===== config.mk =====
export PLATFORM = sky130hd
export DESIGN_NAME = dual_channel_moving_average_flat
export DESIGN_NICKNAME = d
export VERILOG_FILES = /design/src/rtl/dcma_pkg.sv /design/src/rtl/dcma_in_if.sv /design/src/rtl/dcma_out_if.sv /design/src/rtl/dual_channel_moving_average.sv /design/src/rtl/dcma_ram.sv /design/src/rtl/dcma_ctrl.sv /design/src/rtl/dcma_datapath.sv /design/src/flat_wrapper.sv
export VERILOG_INCLUDE_DIRS = /design/src /design/src/rtl
export SDC_FILE = /design/constraint.sdc
export NUM_CORES = 1
export LEC_CHECK = 0
export ABC_AREA = 0
export BUFFER_PORTS_ARGS = -buffer_cell sky130_fd_sc_hd__buf_2
export CORE_MARGIN = 5
export CORE_UTILIZATION = 50
export DETAILED_ROUTE_END_ITERATION = 10
export PLACE_DENSITY = 0.67
export RECOVER_POWER = 25
export SYNTH_ARGS = -nofsm -noshare
export SYNTH_HDL_FRONTEND = slang
export SYNTH_HIERARCHICAL = 1
export SYNTH_SLANG_ARGS = --single-unit

===== constraint.sdc =====
create_clock -name clk -period 8.4 [get_ports clk]
set_clock_uncertainty 0.15 [all_clocks]
set_input_delay 0.84 -clock clk [delete_from_list [all_inputs] [get_ports clk]]
set_output_delay 0.84 -clock clk [all_outputs]
set_load 0.05 [all_outputs]

===== src/rtl/dual_channel_moving_average_defines.svh =====
// ----------------------------------------------------------------------------
// Assertion macros for the dual channel moving average
// Concurrent checks, compiled out when SYNTH is defined.
// ----------------------------------------------------------------------------
`ifndef DUAL_CHANNEL_MOVING_AVERAGE_DEFINES_SVH
`define DUAL_CHANNEL_MOVING_AVERAGE_DEFINES_SVH

`ifndef SYNTH
`define DCMA_ASSERT_IMP(lbl, clk, rst, ante, cons) \
  lbl: assert property (@(posedge clk) disable iff (rst) (ante) |-> (cons)) \
    else $error("dcma assertion failed");
`define DCMA_ASSERT_NXT(lbl, clk, rst, ante, cons) \
  lbl: assert property (@(posedge clk) disable iff (rst) (ante) |=> (cons)) \
    else $error("dcma assertion failed");
`else
`define DCMA_ASSERT_IMP(lbl, clk, rst, ante, cons)
`define DCMA_ASSERT_NXT(lbl, clk, rst, ante, cons)
`endif

`endif


===== src/rtl/dcma_pkg.sv =====
// ----------------------------------------------------------------------------
// dcma_pkg
// Shared widths, controller states and command/status groups.
// ----------------------------------------------------------------------------
package dcma_pkg;

  localparam int RAW_W    = 10;
  localparam int SAMPLE_W = 8;
  localparam int HELD_W   = 4;

  typedef enum logic [2:0] {
    ST_IDLE,
    ST_SUM,
    ST_DRAIN,
    ST_DIV,
    ST_LOAD
  } state_t;

  typedef struct packed {
    logic idle;
    logic rd;
    logic div_load;
    logic div_step;
    logic load_out;
  } cmd_t;

  typedef struct packed {
    logic in_valid;
    logic rd_last;
    logic div_last;
    logic out_free;
  } sts_t;

endpackage


===== src/rtl/dcma_in_if.sv =====
// ----------------------------------------------------------------------------
// dcma_in_if
// Sample channel: one pair of raw converter results per transaction.
// ----------------------------------------------------------------------------
interface dcma_in_if;
  logic                       valid;
  logic                       ready;
  logic [dcma_pkg::RAW_W-1:0] vin_raw;
  logic [dcma_pkg::RAW_W-1:0] vups_raw;

  modport source (output valid, output vin_raw, output vups_raw, input ready);
  modport sink (input valid, input vin_raw, input vups_raw, output ready);
endinterface


===== src/rtl/dcma_out_if.sv =====
// ----------------------------------------------------------------------------
// dcma_out_if
// Result channel: two averages and the sample count per transaction.
// ----------------------------------------------------------------------------
interface dcma_out_if;
  logic                          valid;
  logic                          ready;
  logic [dcma_pkg::SAMPLE_W-1:0] vin_average;
  logic [dcma_pkg::SAMPLE_W-1:0] vups_average;
  logic [dcma_pkg::HELD_W-1:0]   samples_held;

  modport source (output valid, output vin_average, output vups_average,
                  output samples_held, input ready);
  modport sink (input valid, input vin_average, input vups_average,
                input samples_held, output ready);
endinterface


===== src/rtl/dual_channel_moving_average.sv =====
// ----------------------------------------------------------------------------
// dual_channel_moving_average
// Floor average of the last DEPTH samples (all samples so far while the ring fills) on two converter channels.
// ----------------------------------------------------------------------------
// Usage:
//   sample_ch carries one pair of 10-bit results (vin_raw, vups_raw) per
//   transaction; the two low bits of each are dropped before storage.
//   result_ch returns one transaction per sample: both channel averages
//   over the filled ring entries and samples_held, the count averaged.
// Sequence:
//   The sequencer reads the shared ring RAM once per filled entry, then
//   runs two restoring dividers one quotient bit per cycle. A new
//   sample is taken only once the previous result has been loaded
//   into the output register.
// Reset:
//   Clears the write position, the fill count and all handshake state.
//   Ring contents are not cleared; only written entries are ever read.
// Backpressure:
//   The result register holds until taken. The next sample is still
//   accepted and processed; the block waits before loading a new result.
// ----------------------------------------------------------------------------
module dual_channel_moving_average #(
  parameter int DEPTH = 8
) (
  input  logic       clk,
  input  logic       rst,
  dcma_in_if.sink    sample_ch,
  dcma_out_if.source result_ch
);

  dcma_pkg::cmd_t cmd;
  dcma_pkg::sts_t sts;

  dcma_ctrl u_ctrl (
    .clk (clk),
    .rst (rst),
    .sts (sts),
    .cmd (cmd)
  );

  dcma_datapath #(.DEPTH(DEPTH)) u_datapath (
    .clk       (clk),
    .rst       (rst),
    .sample_ch (sample_ch),
    .result_ch (result_ch),
    .cmd       (cmd),
    .sts       (sts)
  );

endmodule


===== src/rtl/dcma_ram.sv =====
// ----------------------------------------------------------------------------
// dcma_ram
// Generic simple dual port RAM, one write and one registered read port.
// ----------------------------------------------------------------------------
module dcma_ram #(
  parameter int WIDTH = 16,
  parameter int DEPTH = 8
) (
  input  logic                                        clk,
  input  logic                                        we,
  input  logic [(DEPTH > 1 ? $clog2(DEPTH) : 1)-1:0]  waddr,
  input  logic [WIDTH-1:0]                            wdata,
  input  logic [(DEPTH > 1 ? $clog2(DEPTH) : 1)-1:0]  raddr,
  output logic [WIDTH-1:0]                            rdata
);

  logic [WIDTH-1:0] mem [DEPTH];

  always_ff @(posedge clk) begin
    if (we) begin
      mem[waddr] <= wdata;
    end
    rdata <= mem[raddr];
  end

endmodule


===== src/rtl/dcma_ctrl.sv =====
// ----------------------------------------------------------------------------
// dcma_ctrl
// Sequencer: accept, sum the filled entries, divide, hand off the result.
// ----------------------------------------------------------------------------
module dcma_ctrl (
  input  logic           clk,
  input  logic           rst,
  input  dcma_pkg::sts_t sts,
  output dcma_pkg::cmd_t cmd
);

  dcma_pkg::state_t state;
  dcma_pkg::state_t state_next;

  always_ff @(posedge clk) begin
    if (rst) begin
      state <= dcma_pkg::ST_IDLE;
    end else begin
      state <= state_next;
    end
  end

  always_comb begin
    state_next = state;
    case (state)
      dcma_pkg::ST_IDLE: begin
        if (sts.in_valid) state_next = dcma_pkg::ST_SUM;
      end
      dcma_pkg::ST_SUM: begin
        if (sts.rd_last) state_next = dcma_pkg::ST_DRAIN;
      end
      dcma_pkg::ST_DRAIN: begin
        state_next = dcma_pkg::ST_DIV;
      end
      dcma_pkg::ST_DIV: begin
        if (sts.div_last) state_next = dcma_pkg::ST_LOAD;
      end
      dcma_pkg::ST_LOAD: begin
        if (sts.out_free) state_next = dcma_pkg::ST_IDLE;
      end
      default: begin
        state_next = dcma_pkg::ST_IDLE;
      end
    endcase
  end

  always_comb begin
    cmd = '0;
    case (state)
      dcma_pkg::ST_IDLE:  cmd.idle     = 1'b1;
      dcma_pkg::ST_SUM:   cmd.rd       = 1'b1;
      dcma_pkg::ST_DRAIN: cmd.div_load = 1'b1;
      dcma_pkg::ST_DIV:   cmd.div_step = 1'b1;
      dcma_pkg::ST_LOAD:  cmd.load_out = sts.out_free;
      default:            cmd          = '0;
    endcase
  end

endmodule


===== src/rtl/dcma_datapath.sv =====
// ----------------------------------------------------------------------------
// dcma_datapath
// Sample ring, position and fill count, summing, restoring dividers and
// the output register.
// ----------------------------------------------------------------------------
`include "dual_channel_moving_average_defines.svh"

module dcma_datapath #(
  parameter int DEPTH = 8
) (
  input  logic           clk,
  input  logic           rst,
  dcma_in_if.sink        sample_ch,
  dcma_out_if.source     result_ch,
  input  dcma_pkg::cmd_t cmd,
  output dcma_pkg::sts_t sts
);

  localparam int AW  = DEPTH > 1 ? $clog2(DEPTH) : 1;
  localparam int CW  = $clog2(DEPTH + 1);
  localparam int SW  = $clog2(DEPTH * 255 + 1);
  localparam int KW  = $clog2(SW);
  localparam int DW  = 2 * dcma_pkg::SAMPLE_W;
  localparam int SMW = dcma_pkg::SAMPLE_W;

  logic [AW-1:0] wpos;
  logic [CW-1:0] fill;
  logic [CW-1:0] rd_idx;
  logic          rd_pend;
  logic [DW-1:0] rdata;
  logic          accept;

  logic [SW-1:0] acc     [2];
  logic [SW-1:0] acc_fin [2];
  logic [SW-1:0] dvd     [2];
  logic [SW-1:0] dvd_next[2];
  logic [CW-1:0] rem     [2];
  logic [CW-1:0] rem_next[2];
  logic [KW-1:0] step_cnt;
  logic          out_valid;

  // hold off the sender while reset is applied
  assign sample_ch.ready = cmd.idle & !rst;
  assign accept          = sample_ch.ready & sample_ch.valid;

  dcma_ram #(.WIDTH(DW), .DEPTH(DEPTH)) u_ring (
    .clk   (clk),
    .we    (accept),
    .waddr (wpos),
    .wdata ({sample_ch.vin_raw[dcma_pkg::RAW_W-1:2],
             sample_ch.vups_raw[dcma_pkg::RAW_W-1:2]}),
    .raddr (rd_idx[AW-1:0]),
    .rdata (rdata)
  );

  // position, fill count and read sweep
  always_ff @(posedge clk) begin
    if (rst) begin
      wpos    <= '0;
      fill    <= '0;
      rd_idx  <= '0;
      rd_pend <= 1'b0;
    end else begin
      rd_pend <= cmd.rd;
      if (accept) begin
        wpos   <= (wpos == AW'(DEPTH - 1)) ? '0 : wpos + AW'(1);
        rd_idx <= '0;
        if (fill != CW'(DEPTH)) fill <= fill + CW'(1);
      end else if (cmd.rd) begin
        rd_idx <= rd_idx + CW'(1);
      end
    end
  end

  always_comb begin
    acc_fin[0] = acc[0] + (rd_pend ? SW'(rdata[DW-1:SMW]) : '0);
    acc_fin[1] = acc[1] + (rd_pend ? SW'(rdata[SMW-1:0]) : '0);
  end

  // one restoring step per cycle: shift a dividend bit into the remainder
  always_comb begin
    logic [CW:0] trial;
    for (int c = 0; c < 2; c++) begin
      trial = {rem[c], dvd[c][SW-1]};
      if (trial >= {1'b0, fill}) begin
        rem_next[c] = CW'(trial - {1'b0, fill});
        dvd_next[c] = {dvd[c][SW-2:0], 1'b1};
      end else begin
        rem_next[c] = trial[CW-1:0];
        dvd_next[c] = {dvd[c][SW-2:0], 1'b0};
      end
    end
  end

  always_ff @(posedge clk) begin
    if (accept) begin
      acc[0] <= '0;
      acc[1] <= '0;
    end else if (rd_pend) begin
      acc[0] <= acc_fin[0];
      acc[1] <= acc_fin[1];
    end
    if (cmd.div_load) begin
      dvd[0]   <= acc_fin[0];
      dvd[1]   <= acc_fin[1];
      rem[0]   <= '0;
      rem[1]   <= '0;
      step_cnt <= '0;
    end else if (cmd.div_step) begin
      dvd[0]   <= dvd_next[0];
      dvd[1]   <= dvd_next[1];
      rem[0]   <= rem_next[0];
      rem[1]   <= rem_next[1];
      step_cnt <= step_cnt + KW'(1);
    end
  end

  // output register, holds until the sink takes the transaction
  always_ff @(posedge clk) begin
    if (rst) begin
      out_valid <= 1'b0;
    end else if (cmd.load_out) begin
      out_valid <= 1'b1;
    end else if (result_ch.ready) begin
      out_valid <= 1'b0;
    end
  end

  always_ff @(posedge clk) begin
    if (cmd.load_out) begin
      result_ch.vin_average  <= dvd[0][SMW-1:0];
      result_ch.vups_average <= dvd[1][SMW-1:0];
      result_ch.samples_held <= dcma_pkg::HELD_W'(fill);
    end
  end

  assign result_ch.valid = out_valid;

  always_comb begin
    sts.in_valid = sample_ch.valid;
    sts.rd_last  = (rd_idx + CW'(1)) == fill;
    sts.div_last = step_cnt == KW'(SW - 1);
    sts.out_free = !out_valid || result_ch.ready;
  end

  `DCMA_ASSERT_IMP(a_fill_bound, clk, rst, 1'b1, fill <= CW'(DEPTH))
  `DCMA_ASSERT_IMP(a_rd_in_fill, clk, rst, cmd.rd, rd_idx < fill)
  `DCMA_ASSERT_IMP(a_load_free, clk, rst, cmd.load_out, !out_valid || result_ch.ready)
  `DCMA_ASSERT_NXT(a_load_valid, clk, rst, cmd.load_out, out_valid)

endmodule

===== src/flat_wrapper.sv =====
// flat-port wrapper written by rule: the top's interface ports become plain ports
module dual_channel_moving_average_flat 
#(
  parameter int DEPTH = 8
)
  (clk, rst, sample_ch_valid, sample_ch_vin_raw, sample_ch_vups_raw, sample_ch_ready, result_ch_valid, result_ch_vin_average, result_ch_vups_average, result_ch_samples_held, result_ch_ready);
  dcma_in_if sample_ch_i ();
  dcma_out_if result_ch_i ();
  input  logic clk;
  input  logic rst;
  input wire logic [$bits(sample_ch_i.valid)-1:0] sample_ch_valid;
  input wire logic [$bits(sample_ch_i.vin_raw)-1:0] sample_ch_vin_raw;
  input wire logic [$bits(sample_ch_i.vups_raw)-1:0] sample_ch_vups_raw;
  output wire logic [$bits(sample_ch_i.ready)-1:0] sample_ch_ready;
  output wire logic [$bits(result_ch_i.valid)-1:0] result_ch_valid;
  output wire logic [$bits(result_ch_i.vin_average)-1:0] result_ch_vin_average;
  output wire logic [$bits(result_ch_i.vups_average)-1:0] result_ch_vups_average;
  output wire logic [$bits(result_ch_i.samples_held)-1:0] result_ch_samples_held;
  input wire logic [$bits(result_ch_i.ready)-1:0] result_ch_ready;
  assign sample_ch_i.valid = sample_ch_valid;
  assign sample_ch_i.vin_raw = sample_ch_vin_raw;
  assign sample_ch_i.vups_raw = sample_ch_vups_raw;
  assign sample_ch_ready = sample_ch_i.ready;
  assign result_ch_valid = result_ch_i.valid;
  assign result_ch_vin_average = result_ch_i.vin_average;
  assign result_ch_vups_average = result_ch_i.vups_average;
  assign result_ch_samples_held = result_ch_i.samples_held;
  assign result_ch_i.ready = result_ch_ready;
  dual_channel_moving_average #(.DEPTH(DEPTH)) u_core (.clk(clk), .rst(rst), .sample_ch(sample_ch_i), .result_ch(result_ch_i));
endmodule

### After elaboration in Yosys (flattened, before gate mapping)

Memory sizes are Yosys's and may differ from the RTL's. A register that Yosys moved wholly into a read port is not among the register bits.
Cells that the tools add are included.
Widths: inputs -> output; s select.

| operators by class | value |
|---|---|
| $mul | 0 |
| eq/ne operators | 12 |
| muxes and demuxes | 35 |
| add/sub/neg operators | 8 |
| shift operators | 0 |
| divide/modulo/power cells | 0 |
| order comparisons | 2 |
| reduce and logical (&&, ||, !) cells | 8 |
| bitwise operators | 8 |

Operators with widths:

| kind | number |
|---|---|
| $mux 11 | 4 |
| $add 11x8->11 | 2 |
| $mux 1 | 19 |
| $mux 4 | 4 |
| $mux 8 | 2 |
| $mux 3 | 5 |
| $pmux 3 s5 | 1 |
| $add 4x1->4 const B | 3 |
| $ge 5x4->1 | 2 |
| $sub 4x4->4 | 2 |
| $eq 3x2->1 const B | 2 |
| $eq 3x3->1 const B | 2 |
| $or 1x1->1 | 6 |
| $eq 4x4->1 | 1 |
| $eq 4x4->1 const B | 1 |
| $ne 2x1->1 const B | 2 |
| $ne 2x2->1 const B | 2 |
| $ne 4x4->1 const B | 1 |
| $reduce_and 4->1 | 1 |
| $add 3x1->3 const B | 1 |
| $eq 3x1->1 const B | 1 |
| $logic_not 3->1 | 1 |
| $and 1x1->1 | 2 |
| $logic_not 1->1 | 2 |
| 4 further kinds | 4 |

| word-level totals | value |
|---|---|
| register bits | 40 |
| RAM bits | 180 |
| memory bits (read-only) | 0 |
| latch bits | 0 |
| bits of input ports | 24 |
| memories | 4 |

Memory list:

| name | words | bits a word | rd ports | clocked after Yosys merged registers in | write ports | line | RTL |
|---|---|---|---|---|---|---|---|
| u_core.u_datapath.u_ring.mem | 8 | 16 | 1 | 1 | 1 | dcma_ram.sv:17 | `logic [WIDTH-1:0] mem [DEPTH];` |
| u_core.u_datapath.acc | 2 | 11 | 2 | 0 | 2 | dcma_datapath.sv:33 | `logic [SW-1:0] acc [2];` |
| u_core.u_datapath.dvd | 2 | 11 | 2 | 0 | 2 | dcma_datapath.sv:35 | `logic [SW-1:0] dvd [2];` |
| u_core.u_datapath.rem | 2 | 4 | 2 | 0 | 2 | dcma_datapath.sv:37 | `logic [CW-1:0] rem [2];` |

### Logic depth before layout (Yosys ltp)

| logic depth | value |
|---|---|
| word-level depth | 7 |
| gate-level depth with buffers | 10 |
| depth with buffers taken out | 9 |

### By module

Netlist, hierarchy kept.

By module, submodules not included:

| module | cells an instance | area each (um^2) | instances |
|---|---|---|---|
| dcma_ram | 214 | 5293.8 | 1 |
| dcma_datapath | 419 | 4695.8 | 1 |
| dcma_ctrl | 21 | 200.2 | 1 |

### Least setup slack after synthesis

OpenSTA, ideal clock, no wires.

| path | value |
|---|---|
| kind | input -> register |
| start point | input rst |
| end point | memory u_core.u_datapath.u_ring.mem[0][0], enable pin |
| stages | 6 |
| slack | 5.041 ns |
| path buffers | 1 |
| data required time | 7.841 ns |
| arrival time | 2.800 ns |
| path through | buf_4 nor2b_4 nand2_4 inv_2 nand2b_1 nor3_1 |

| on the way | value |
|---|---|
| longest elaborated chain between the ends | 5 |

RTL lines:

| element | line | RTL |
|---|---|---|
| start, declared | flat_wrapper.sv:10 | `input logic rst;` |
| $logic_not 1->1 | dcma_datapath.sv:43 | `assign sample_ch.ready = cmd.idle & !rst;` |
| $and 1x1->1 | dcma_datapath.sv:43 |  |
| named net sample_ch_ready | flat_wrapper.sv:14 | `output wire logic [$bits(sample_ch_i.ready)-1:0] sample_ch_ready;` |
| $and 1x1->1 | dcma_datapath.sv:44 | `assign accept = sample_ch.ready & sample_ch.valid;` |
| named net u_core.u_datapath.accept | dcma_datapath.sv:31 | `logic accept;` |
| $mux 1 | dcma_ram.sv:20 | `if (we) begin` |
| $mux 1 (implied by the code) | dcma_ram.sv:21 | `mem[waddr] <= wdata;` |
| end, declared | dcma_ram.sv:17 |  |

The timed path passes the listed nets, and every way through them passes these cells.

==> summary.md <==
| Metric | Value |
|---|---|
| RSZ-0062 raised after global routing | no |
| Vias | 5,448 |
| Top cells by area, synth | edfxtp_1 59%, mux4_1 7.2%, dfxtp_1 7.1% |
| Largest family of logic cells by synthesized area | multiplexers |
| Slew Viols, Final | 0 |
| Max Fclk | 354 MHz |
| Commonest non-fill, non-tap cell in the layout | edfxtp_1 |
| First-pass iteration count of the detailed router | 5 |
| Clock Sinks | 236 |
| N_diodes | 0 |
| Post-synthesis mux area share | 10.4% |
| Die Area | 23,300 µm² |
| # setup viols final | 0 |
| Setup Slack @ Placement | 5.23 ns |
| CP Max Fanout | 20 |
| Initial Util | 50.5% |
| CP endpoint kind | flip-flop |
| CP required | 8.52 ns |
| Leak | 4.04 nW |
| Max Cap Viol | 0 |
| Avg Vias per Cell | 5.52 |
| Gr ovfl total | 0 |
| Total Power | 2.79 mW |
| Largest net degree at the start of global routing | 39 |
| Post-synthesis xor/xnor area fraction | 2.75% |
| H-tree Lvls | 1 |
| GRT Resource Usage Total | 15.7% |
| Area Growth Syn to Fin | 12.7% |
| Final WS setup | 5.58 ns |
| Most frequent cells in the layout | 200 x edfxtp_1, 45 x nand2_1, 45 x nor2_1 |
| Routed len/inst | 18.4 µm |
| Sequential area share after synthesis | 66.0% |
| Initial drt markers | 316 |
| Post-synth cell types | 62 |
| Top FF cell, synth | edfxtp_1 |
| Synth area leader | edfxtp_1 |
| Die Y-Extent | 153 µm |
| Slew margin rel. | 24.4% |
| Residual DRC | 0 |
| Placer Congestion | 0.901 |
| Status | finished clean |
| Cell area after synthesis | 10,200 µm² |
| TritonCTS buffer count | 25 |
| Post-CTS Repair Setup Buffers | 0 |
| Syn avg cell area | 15.6 µm² |
| Simple-Gate Fraction of Synth Area | 8.07% |
| Post-synth EDFFs | 200 |
| CP Launch Type | flip-flop |
| Synth Area in Compound Gates | 5.82% |
| IO Pins | 46 |
| Clock Tree Buf Depth | 3 |
| Chip width | 153 µm |
| Rows | 52 |
| PortBufs | 41 |
| Synth async-reset ratio | 0% |
| Hold WC Path Type | flip-flop to flip-flop |
| Hold Vio Cnt, Final | 0 |
| Post-CTS sizing | 0 |
| Worst VDD drop | 0.176 mV |
| Final Critical Period | 2.82 ns |
| Worst Path Arrival | 2.94 ns |
| Worst Max-Slew Pin Slew | 1.13 ns |
| FF+latch count, synth | 236 |
| Post-synth top area share | 58.9% |
| Hold_buf cts | 0 |
| Final ANT Viol Nets | 0 |
| Hold WS | 0.298 ns |
| Initial antenna violation count | 0 |
| TritonCTS clock tree | built |
| Setup TNS | 0 ns |
| Syn. warnings | 6 |
| DPL Wire Length | 11.3 mm |
| Adder-cell share of the synthesized area | 4.59% |
| Number of global-route vias before repair | 5,558 |
| First-pass GRT wire length | 29.8 mm |
| Core area | 20,200 µm² |
| Post-Syn Instances | 654 |
| Final Net Count | 758 |
| WS Path Type | flip-flop to flip-flop |
| Final worst-path cycle share | 33.6% |
| Layout cells sized above 1 | 17.7% |
| Clock transition at path regs | 0.06 ns |
| Synth Net Count | 713 |
| CTS root buffer | clkbuf_16 |
| Insertion delay to the later sink of the worst-skew pair | 0.53 ns |
| Pwr Density | 243 nW/µm² |
| DRT Wirelength | 18.1 mm |
==> where the power goes <==
| part | total (mW) | switching (mW) | internal [mW] |
|---|---|---|---|
| Combinational | 0.262 | 0.145 | 0.117 |
| Sequential | 1.39 | 0.0501 | 1.34 |
| Clock | 1.14 | 0.436 | 0.699 |
| Total | 2.79 | 0.632 | 2.16 |
==> flip-flops by register name, summed over array words and instances (netlist names), 3 cells and up <==
name                                      count
u_core/u_datapath/result_ch.vups_average      8
u_core/u_datapath/u_ring/rdata               16
u_core/u_datapath/result_ch.vin_average       8
u_core/u_datapath/fill                        4
u_core/u_ctrl/state                           3
u_core/u_datapath/result_ch.samples_held      4
u_core/u_datapath/step_cnt                    4
u_core/u_datapath/wpos                        3
u_core/u_datapath/rem                         8
u_core/u_datapath/acc                        22
u_core/u_datapath/rd_idx                      4
u_core/u_datapath/u_ring/mem                128
u_core/u_datapath/dvd                        22
==> routing by layer <==
metal	global-route usage, %	wire length, µm	up-vias
li1	-	-	2574
met1	20.8	7880	2714
met2	26.6	8940	124
met3	3.12	829	36
met4	4.54	475	0
met5	0	0	-
==> synth_stat cells (all sizes together) (5+ instances only) <==
cell type and instances:
edfxtp 200, nor2 51, nand2 46, dfxtp 36, mux4 32, ha 31, o21ai 30, inv 24
a21oi 23, xor2 20, buf 17, mux2 17, and2 14, xnor2 12, nand2b 11, nor3 11
clkbuf 8, a21o 7, nand4 6, o211ai 6, nor2b 5
==> path summary, 6_finish.rpt <==
check                                from  cells past startpoint  slack [ns]                                           to
min          u_core/u_datapath/dvd[0][15]                      0        0.30  u_core/u_datapath/result_ch.vups_average[4]
min reg2reg  u_core/u_datapath/dvd[0][15]                      0        0.30  u_core/u_datapath/result_ch.vups_average[4]
max reg2reg     u_core/u_datapath/rd_pend                      9        5.58                 u_core/u_datapath/dvd[0][19]
max             u_core/u_datapath/rd_pend                      9        5.58                 u_core/u_datapath/dvd[0][19]
==> logic make-up (layout without fill, tap and decap cells) <==
group | after synthesis | after routing
AO/OA/AOI/OAI | 86 | 86
XOR/XNOR | 32 | 32
adder cells (fa/ha/maj) | 35 | 35
buffers and inverters | 49 | 112
flip-flops | 236 | 236
multiplexers | 53 | 53
AND/OR/NAND/NOR | 163 | 163
==> worst max-delay path, stage by stage, from the launching register on <==
cell,delay (ns)
dfxtp_1,0.61
and2_1,0.20
ha_1,0.22
inv_1,0.07
fa_1,0.41
nand2b_1,0.19
a21oi_2,0.23
o211ai_1,0.13
a21oi_1,0.26
o31ai_2,0.10
==> final cells by class <==
type	count	area [µm²]
clock buffer	28	637
sequential	236	6730
multi-input combinational	369	3270
tap	270	338
inverter	24	90.1
timing repair buffer	43	205
clock inverter	17	218
fill	1591	8690
==> stage by stage <==
step	std cells	instance area (µm²)	util (%)
3_3_place_gp	942	10600	52.8
5_1_grt	987	11500	56.9
6_report	987	11500	56.9
4_1_cts	987	11500	57.0
2_1_floorplan	654	10200	-
3_5_place_dp	942	10600	52.8
(Power assumes the default switching activity.)
